<file path="config.mk">
export PLATFORM = sky130hd
export DESIGN_NAME = lba_to_chs_converter
export DESIGN_NICKNAME = d
export VERILOG_FILES = /design/src/rtl/lbachs_pkg.sv /design/src/rtl/lbachs_div.sv /design/src/rtl/lba_to_chs_converter.sv
export SDC_FILE = /design/constraint.sdc
export NUM_CORES = 1
export LEC_CHECK = 0
export BUFFER_PORTS_ARGS = -buffer_cell sky130_fd_sc_hd__clkbuf_2
export CORE_MARGIN = 4
export CORE_UTILIZATION = 56
export CTS_CLUSTER_SIZE = 20
export DETAILED_ROUTE_END_ITERATION = 10
export GPL_TIMING_DRIVEN = 0
export PLACE_DENSITY = 0.79
export SETUP_SLACK_MARGIN = 0.15
export SLEW_MARGIN = 0
export SYNTH_ARGS = -nofsm -noshare
export SYNTH_HDL_FRONTEND = slang
export SYNTH_HIERARCHICAL = 1
export SYNTH_SLANG_ARGS = --single-unit
</file>
<file path="constraint.sdc">
create_clock -name clock -period 4.44 [get_ports clock]
set_input_delay 0.444 -clock clock [delete_from_list [all_inputs] [get_ports clock]]
set_output_delay 0.444 -clock clock [all_outputs]
set_load 0.01 [all_outputs]
</file>
<file path="src/rtl/lbachs_pkg.sv">
// Package for the LBA to CHS converter: geometry defaults, register
// indexes and field widths shared by the RTL and the checker.
// No dependencies.
`default_nettype none

package lbachs_pkg;

   // field widths of the result transaction
   localparam int CYL_W    = 16;
   localparam int HEAD_W   = 8;
   localparam int SECTOR_W = 6;
   localparam int RSP_W    = 32;   // fields padded to whole bytes

   // divisor width of the shared divider (widest geometry register)
   localparam int DIVISOR_W = 8;

   // default linear address width
   localparam int LBA_WIDTH_DEFAULT = 16;

   // configuration port
   localparam int CSR_INDEX_W = 2;
   localparam int CSR_DATA_W  = 8;
   localparam logic [CSR_INDEX_W-1:0] REG_SECTORS_PER_TRACK = 2'd0;
   localparam logic [CSR_INDEX_W-1:0] REG_HEAD_COUNT        = 2'd1;

   // geometry after reset: 18 sectors, 2 heads
   localparam logic [SECTOR_W-1:0]  SPT_RESET = 6'd18;
   localparam logic [DIVISOR_W-1:0] HC_RESET  = 8'd2;

endpackage : lbachs_pkg

`default_nettype wire

</file>
<file path="src/rtl/lbachs_div.sv">
// Shared restoring shift-and-subtract divider, one quotient bit a cycle.
// Depends on lbachs_pkg.
`default_nettype none

module lbachs_div
   import lbachs_pkg::*;
#(
   parameter int WIDTH = LBA_WIDTH_DEFAULT
) (
   input  wire logic                 clock,
   input  wire logic                 reset,
   input  wire logic                 start,
   input  wire logic [WIDTH-1:0]     dividend,
   input  wire logic [DIVISOR_W-1:0] divisor,
   output logic                      done,
   output logic [WIDTH-1:0]          quotient,
   output logic [DIVISOR_W-1:0]      remainder
);

   localparam int CNT_W = $clog2(WIDTH + 1);

   logic                 busy_ff, busy_in;
   logic                 done_ff, done_in;
   logic [CNT_W-1:0]     cnt_ff, cnt_in;
   logic [WIDTH-1:0]     quo_ff, quo_in;      // dividend bits out, quotient bits in
   logic [DIVISOR_W-1:0] rem_ff, rem_in;
   logic [DIVISOR_W-1:0] dvs_ff, dvs_in;

   logic [DIVISOR_W:0]   shifted;
   logic [DIVISOR_W:0]   diff;
   logic                 fits;

   assign shifted = {rem_ff, quo_ff[WIDTH-1]};
   assign diff    = shifted - {1'b0, dvs_ff};
   assign fits    = (shifted >= {1'b0, dvs_ff});

   always_comb begin
      busy_in = busy_ff;
      done_in = 1'b0;
      cnt_in  = cnt_ff;
      quo_in  = quo_ff;
      rem_in  = rem_ff;
      dvs_in  = dvs_ff;
      if (start) begin
         busy_in = 1'b1;
         cnt_in  = CNT_W'(WIDTH);
         quo_in  = dividend;
         rem_in  = '0;
         dvs_in  = divisor;
      end else if (busy_ff) begin
         quo_in = {quo_ff[WIDTH-2:0], fits};
         rem_in = fits ? diff[DIVISOR_W-1:0] : shifted[DIVISOR_W-1:0];
         cnt_in = cnt_ff - CNT_W'(1);
         if (cnt_ff == CNT_W'(1)) begin
            busy_in = 1'b0;
            done_in = 1'b1;
         end
      end
   end

   always_ff @(posedge clock) begin
      if (reset) begin
         busy_ff <= 1'b0;
         done_ff <= 1'b0;
      end else begin
         busy_ff <= busy_in;
         done_ff <= done_in;
      end
      cnt_ff <= cnt_in;
      quo_ff <= quo_in;
      rem_ff <= rem_in;
      dvs_ff <= dvs_in;
   end

   assign done      = done_ff;
   assign quotient  = quo_ff;
   assign remainder = rem_ff;

endmodule : lbachs_div

`default_nettype wire

</file>
<file path="src/rtl/lba_to_chs_converter.sv">
// LBA to CHS converter. One request at a time: the single divider does two
// passes of LBA_WIDTH steps each (lba / spt, then track / hc), with a hand-over
// between them; the result is then loaded into the output register once that
// is free, and the sequencer returns to idle before taking the next request.
// Synchronous active-high reset returns the geometry to 18 sectors and
// 2 heads and empties the sequencer and output register.
// Depends on lbachs_pkg and lbachs_div.
`default_nettype none

module lba_to_chs_converter
   import lbachs_pkg::*;
#(
   parameter int LBA_WIDTH = LBA_WIDTH_DEFAULT
) (
   input  wire logic                         clock,
   input  wire logic                         reset,
   // request: lba[LBA_WIDTH-1:0], zero padded to whole bytes
   input  wire logic                         req_tvalid,
   output logic                              req_tready,
   input  wire logic [((LBA_WIDTH+7)/8)*8-1:0] req_tdata,
   // response: cylinder[15:0], head[23:16], sector[29:24], zero[31:30]
   output logic                              rsp_tvalid,
   input  wire logic                         rsp_tready,
   output logic [RSP_W-1:0]                  rsp_tdata,
   // geometry register writes
   input  wire logic                         csr_valid,
   output logic                              csr_ready,
   input  wire logic [CSR_INDEX_W-1:0]       csr_index,
   input  wire logic [CSR_DATA_W-1:0]        csr_wdata
);

   // sequencer states
   localparam logic [1:0] ST_IDLE  = 2'd0;  // waiting for a request
   localparam logic [1:0] ST_TRACK = 2'd1;  // lba / sectors_per_track
   localparam logic [1:0] ST_CYL   = 2'd2;  // track / head_count
   localparam logic [1:0] ST_LOAD  = 2'd3;  // hand result to output register

   logic [1:0]           state_ff, state_in;
   logic [SECTOR_W-1:0]  spt_ff, spt_in;
   logic [DIVISOR_W-1:0] hc_ff, hc_in;
   logic [SECTOR_W-1:0]  sector_ff, sector_in;
   logic                 rsp_valid_ff, rsp_valid_in;
   logic [RSP_W-1:0]     rsp_data_ff, rsp_data_in;

   logic                 req_accept;
   logic                 div_start;
   logic                 div_done;
   logic [LBA_WIDTH-1:0] div_dividend;
   logic [DIVISOR_W-1:0] div_divisor;
   logic [LBA_WIDTH-1:0] div_quotient;
   logic [DIVISOR_W-1:0] div_remainder;
   logic [SECTOR_W-1:0]  spt_eff;
   logic [DIVISOR_W-1:0] hc_eff;
   logic [LBA_WIDTH+CYL_W-1:0] cyl_ext;
   logic                 out_free;

   // a zero geometry register acts as one, so the divisor is never zero
   assign spt_eff = (spt_ff == '0) ? SECTOR_W'(1) : spt_ff;
   assign hc_eff  = (hc_ff == '0) ? DIVISOR_W'(1) : hc_ff;

   // configuration: always ready, unknown indexes dropped
   assign csr_ready = 1'b1;

   always_comb begin
      spt_in = spt_ff;
      hc_in  = hc_ff;
      if (csr_valid) begin
         unique case (csr_index)
            REG_SECTORS_PER_TRACK: spt_in = csr_wdata[SECTOR_W-1:0];
            REG_HEAD_COUNT:        hc_in  = csr_wdata[DIVISOR_W-1:0];
            default: ;
         endcase
      end
   end

   // --- sequencer around the shared divider ---
   // First pass: lba / spt gives the track index and (sector - 1).
   // Second pass: track / hc gives the cylinder and the head; this equals
   // lba / (spt * hc) without needing a multiplier.
   assign req_tready = (state_ff == ST_IDLE);
   assign req_accept = req_tvalid && req_tready;
   assign out_free   = !rsp_valid_ff || rsp_tready;

   assign div_start    = req_accept || ((state_ff == ST_TRACK) && div_done);
   assign div_dividend = (state_ff == ST_IDLE) ? req_tdata[LBA_WIDTH-1:0] : div_quotient;
   assign div_divisor  = (state_ff == ST_IDLE) ? DIVISOR_W'(spt_eff) : hc_eff;

   // cylinder kept to 16 bits whatever the address width
   assign cyl_ext = {{CYL_W{1'b0}}, div_quotient};

   always_comb begin
      state_in     = state_ff;
      sector_in    = sector_ff;
      rsp_valid_in = rsp_valid_ff;
      rsp_data_in  = rsp_data_ff;
      if (rsp_valid_ff && rsp_tready) begin
         rsp_valid_in = 1'b0;
      end
      unique case (state_ff)
         ST_IDLE: begin
            if (req_accept) begin
               state_in = ST_TRACK;
            end
         end
         ST_TRACK: begin
            if (div_done) begin
               // remainder < spt <= 63, so +1 stays within six bits
               sector_in = div_remainder[SECTOR_W-1:0] + SECTOR_W'(1);
               state_in  = ST_CYL;
            end
         end
         ST_CYL: begin
            if (div_done) begin
               state_in = ST_LOAD;
            end
         end
         ST_LOAD: begin
            // divider outputs hold until the next start
            if (out_free) begin
               rsp_valid_in = 1'b1;
               rsp_data_in  = {2'b00, sector_ff, div_remainder, cyl_ext[CYL_W-1:0]};
               state_in     = ST_IDLE;
            end
         end
         default: state_in = ST_IDLE;
      endcase
   end

   always_ff @(posedge clock) begin
      if (reset) begin
         state_ff     <= ST_IDLE;
         spt_ff       <= SPT_RESET;
         hc_ff        <= HC_RESET;
         rsp_valid_ff <= 1'b0;
      end else begin
         state_ff     <= state_in;
         spt_ff       <= spt_in;
         hc_ff        <= hc_in;
         rsp_valid_ff <= rsp_valid_in;
      end
      sector_ff   <= sector_in;
      rsp_data_ff <= rsp_data_in;
   end

   assign rsp_tvalid = rsp_valid_ff;
   assign rsp_tdata  = rsp_data_ff;

   lbachs_div #(
      .WIDTH (LBA_WIDTH)
   ) u_div (
      .clock     (clock),
      .reset     (reset),
      .start     (div_start),
      .dividend  (div_dividend),
      .divisor   (div_divisor),
      .done      (div_done),
      .quotient  (div_quotient),
      .remainder (div_remainder)
   );

endmodule : lba_to_chs_converter

`default_nettype wire

</file>
==> flow_metrics.env <==
export IMPL_status="finished clean"
export IMPL_ys_ff_latch=92
export IMPL_ys_types=50
export IMPL_pre_cts_slack_ns=1.437
export IMPL_synth_xor_area_share_pct=2.716
export IMPL_gp_congestion=0.8244
export IMPL_fp_row_count=31
export IMPL_grt_pass1_wl_um=11900
export IMPL_p_clk_share_pct=22.4
export IMPL_worst_pin_slew_ns=0.6257
export IMPL_io_pins=66
export IMPL_synth_fa_ha_area_share_pct=5.254
export IMPL_cts_buffer_depth=2
export IMPL_min_from="reset"
export IMPL_postCtsHoldBufs=0
export IMPL_cts_tree="built"
export IMPL_numCtsBuffers=9
export IMPL_area_growth_pct=17.82
export IMPL_totalWireLength_um=7247
export IMPL_post_cts_repair_setup_buffers=0
export IMPL_cp_required_ns=4.44
export IMPL_antenna_cells=0
export IMPL_post_drt_wl_per_cell_um=14.32
export IMPL_clock_skew_ns=0.01699
export IMPL_crit_type="reg2reg"
export IMPL_synth_mux_area_share_pct=13.88
export IMPL_drt_iter0_markers=111
export IMPL_r2r_end="u_div/quotient[15]"
export IMPL_grt_pass1_vias=2605
export IMPL_arrival_ns=2.94
export IMPL_post_drt_via_cell_ratio=5.243
export IMPL_seq_area_frac_synth_pct=58.27
export IMPL_hold_depth=2
export IMPL_path_buf_inv=5
export IMPL_cts_root_buffer_cell="clkbuf_8"
export IMPL_crit_slowest_cell="inv_1"
export IMPL_setup_ws_ns=1.503
export IMPL_slowest_delay_ns=0.52
export IMPL_path_cells="inv_1 > ha_1 > buf_2 > buf_2 > a21o_1 > clkbuf_1 > nor2_1 > inv_1"
export IMPL_synth_compound_area_share_pct=6.448
export IMPL_setup_viol=0
export IMPL_hold_end="u_div/busy_ff"
export IMPL_drive_above_1_share_pct=33.42
export IMPL_synth_top_family_by_area="multiplexers"
export IMPL_cellLeakagePower_nw=2.018
export IMPL_grt_start_max_net_pins=22
export IMPL_async_flop_share_pct=0
export IMPL_drc=0
export IMPL_fin_crit_ns=2.937
export IMPL_swShare_pct=31.80
export IMPL_firstDrtPassIters=4
export IMPL_grt_overflow=0
export IMPL_min_path_type="in2reg"
export IMPL_die_h_um=94.52
export IMPL_r2r_start="state_ff[1]"
export IMPL_tns_ns=0
export IMPL_total_power_mw=3.242
export IMPL_utilization_pct=68.09
export IMPL_regToRegSetupSlack_ns=1.50
export IMPL_p_int_mw=2.211
export IMPL_yosys_area_share_simple_pct=9.701
export IMPL_peakVddDrop_v=0.0002628
export IMPL_drv_slew=0
export IMPL_die_w_um=94.52
export IMPL_finalHoldViolations=0
export IMPL_critPathLaunchType="flop"
export IMPL_htree_levels=3
export IMPL_via_count=2653
export IMPL_antenna_found_initial=0
export IMPL_layout_cells_non_filler=506
export IMPL_drv_cap=0
export IMPL_drtAntennaViolNets=0
export IMPL_grtUsageTotal_pct=17.46
export IMPL_maxSlewHeadroom_pct=58.24
export IMPL_fmax_mhz=340.5
export IMPL_insertion_delay_ns=0.37
export IMPL_reg2reg_depth=8
export IMPL_comb_power_share_pct=35.6
export IMPL_nNetsFinal=450
export IMPL_core_mm2=0.007253
export IMPL_rsz0062_at_grt="false"
export IMPL_period_share_pct=66.15
export IMPL_switchingPower_mw=1.031
export IMPL_synth_edf_count=60
export IMPL_clk_pin_slew_ns=0.08
export IMPL_power_frac_seq_pct=42.0
export IMPL_cp_max_fo=16
export IMPL_io_buffers=62
export IMPL_syn_avg_cell_area_um2=12.82
export IMPL_power_density_mw_per_mm2=656.4
export IMPL_critPathCaptureType="flop"
export IMPL_hpwlAfterDp_um=5326
export IMPL_critPathTopFamily="buffers and inverters"
export IMPL_synthCells=327
export IMPL_synth_warnings=6
export IMPL_ys_flop_type="edfxtp_1"
export IMPL_start_util_pct=57.79
export IMPL_syn_cell_area_mm2=0.004192
export IMPL_die_area_mm2=0.008933
export IMPL_cts_resized=0
export IMPL_dp_cells=490
export IMPL_numClockSinks=92
[area by class of cell]
cell class / count / area [um2]
inverters: 18 / 67.56
clock inverters: 7 / 146.4
clock buffers: 9 / 123.9
repair buffers: 63 / 337.8
multi-input cells: 204 / 1615
plain buffers: 14 / 81.33
fillers: 538 / 2315
well taps: 99 / 123.9
flip-flops and latches: 92 / 2442
[power groups by stage]
stage / combinational [mW] / clock, mW / sequential, mW
floorplan: 0.904 / 0 / 1.35
global placement: 1.10 / 0 / 1.37
detailed placement: 1.15 / 0 / 1.38
CTS: 1.16 / 0.736 / 1.36
global route: 1.29 / 0.774 / 1.39
finish: 1.16 / 0.725 / 1.36
[sequential cells by signal, summed over array words and instances (netlist names)]
| name | count |
|---|---|
| u_div/done | 1 |
| u_div/busy_ff | 1 |
| u_div/remainder | 8 |
| hc_ff | 8 |
| spt_ff | 6 |
| u_div/dvs_ff | 8 |
| rsp_tvalid | 1 |
| u_div/quotient | 16 |
| sector_ff | 6 |
| state_ff | 2 |
| u_div/cnt_ff | 5 |
| rsp_tdata | 30 |
[layer usage]
layer  vias up  routed length (um)  global-route usage, %
li1       1316                   -                      -
met1      1250                3068                  20.81
met2        77                3602                  29.61
met3        10                 428                  4.701
met4         0                 148                  7.813
met5         -                   0                      0
[how the worst max path moves through the flow]
| stage | cells after the start | to | slack (ns) | from |
|---|---|---|---|---|
| floorplan | 2 | rsp_tdata[0] | 1.19 | state_ff[0] |
| global placement | 2 | rsp_tdata[9] | 0.08 | state_ff[0] |
| detailed placement | 8 | u_div/quotient[12] | 1.44 | state_ff[1] |
| CTS | 8 | u_div/quotient[14] | 1.44 | state_ff[1] |
| global route | 8 | u_div/quotient[15] | 1.13 | state_ff[1] |
| finish | 8 | u_div/quotient[15] | 1.50 | state_ff[1] |
[kinds of logic after synthesis]
kind of cell    Yosys count
fa+ha+maj                17
buf+inv                  32
xor+xnor                 13
other cells               2
flops                    92
mux                      53
compound gates           38
simple gates             80
[layout by cell type (no fill, tap or decap), types with 4 or more instances in the layout]
cell       instances
mux2_2            37
a21oi_1            8
xnor2_1            8
clkbuf_8           9
xor2_1             5
bufinv_16          4
edfxtp_1          60
buf_4              4
buf_2              5
ha_1              16
nor2_1            32
a211oi_1           5
clkbuf_1           4
nand2b_1           5
mux2i_1           15
nor3_1             4
nand2_1           14
nor2b_1            9
clkbuf_2          62
inv_1             18
o21ai_0            6
dfxtp_1           32
[synth_stat cells (2+ instances only)]
master / count / area share, %
o31ai_1: 2 / 0.36
mux2_2: 37 / 9.9
a21oi_2: 2 / 0.42
mux2i_1: 15 / 3.6
a211oi_1: 5 / 0.90
dfxtp_1: 32 / 15
xnor2_1: 8 / 1.7
o21ai_0: 6 / 0.72
conb_1: 2 / 0.18
nor3_1: 4 / 0.48
ha_1: 16 / 4.8
nor2_1: 32 / 2.9
inv_1: 18 / 1.6
buf_2: 5 / 0.60
clkbuf_1: 4 / 0.36
nand3b_1: 3 / 0.54
nand2b_1: 5 / 0.75
nand2_1: 14 / 1.3
nand3_1: 3 / 0.36
edfxtp_1: 60 / 43
xor2_1: 5 / 1.0
buf_4: 4 / 0.72
a21oi_1: 8 / 0.96
a211o_1: 3 / 0.63
nor2b_1: 9 / 1.3
[per-stage QoR]
step,area [um2],hold slack (ns)
CTS,4938,0.2679
global route,4938,0.2807
floorplan,4195,0.4003
global placement,4629,0.4009
detailed placement,4668,0.4062
finish,4938,0.2789
(Power assumes the default switching activity.)
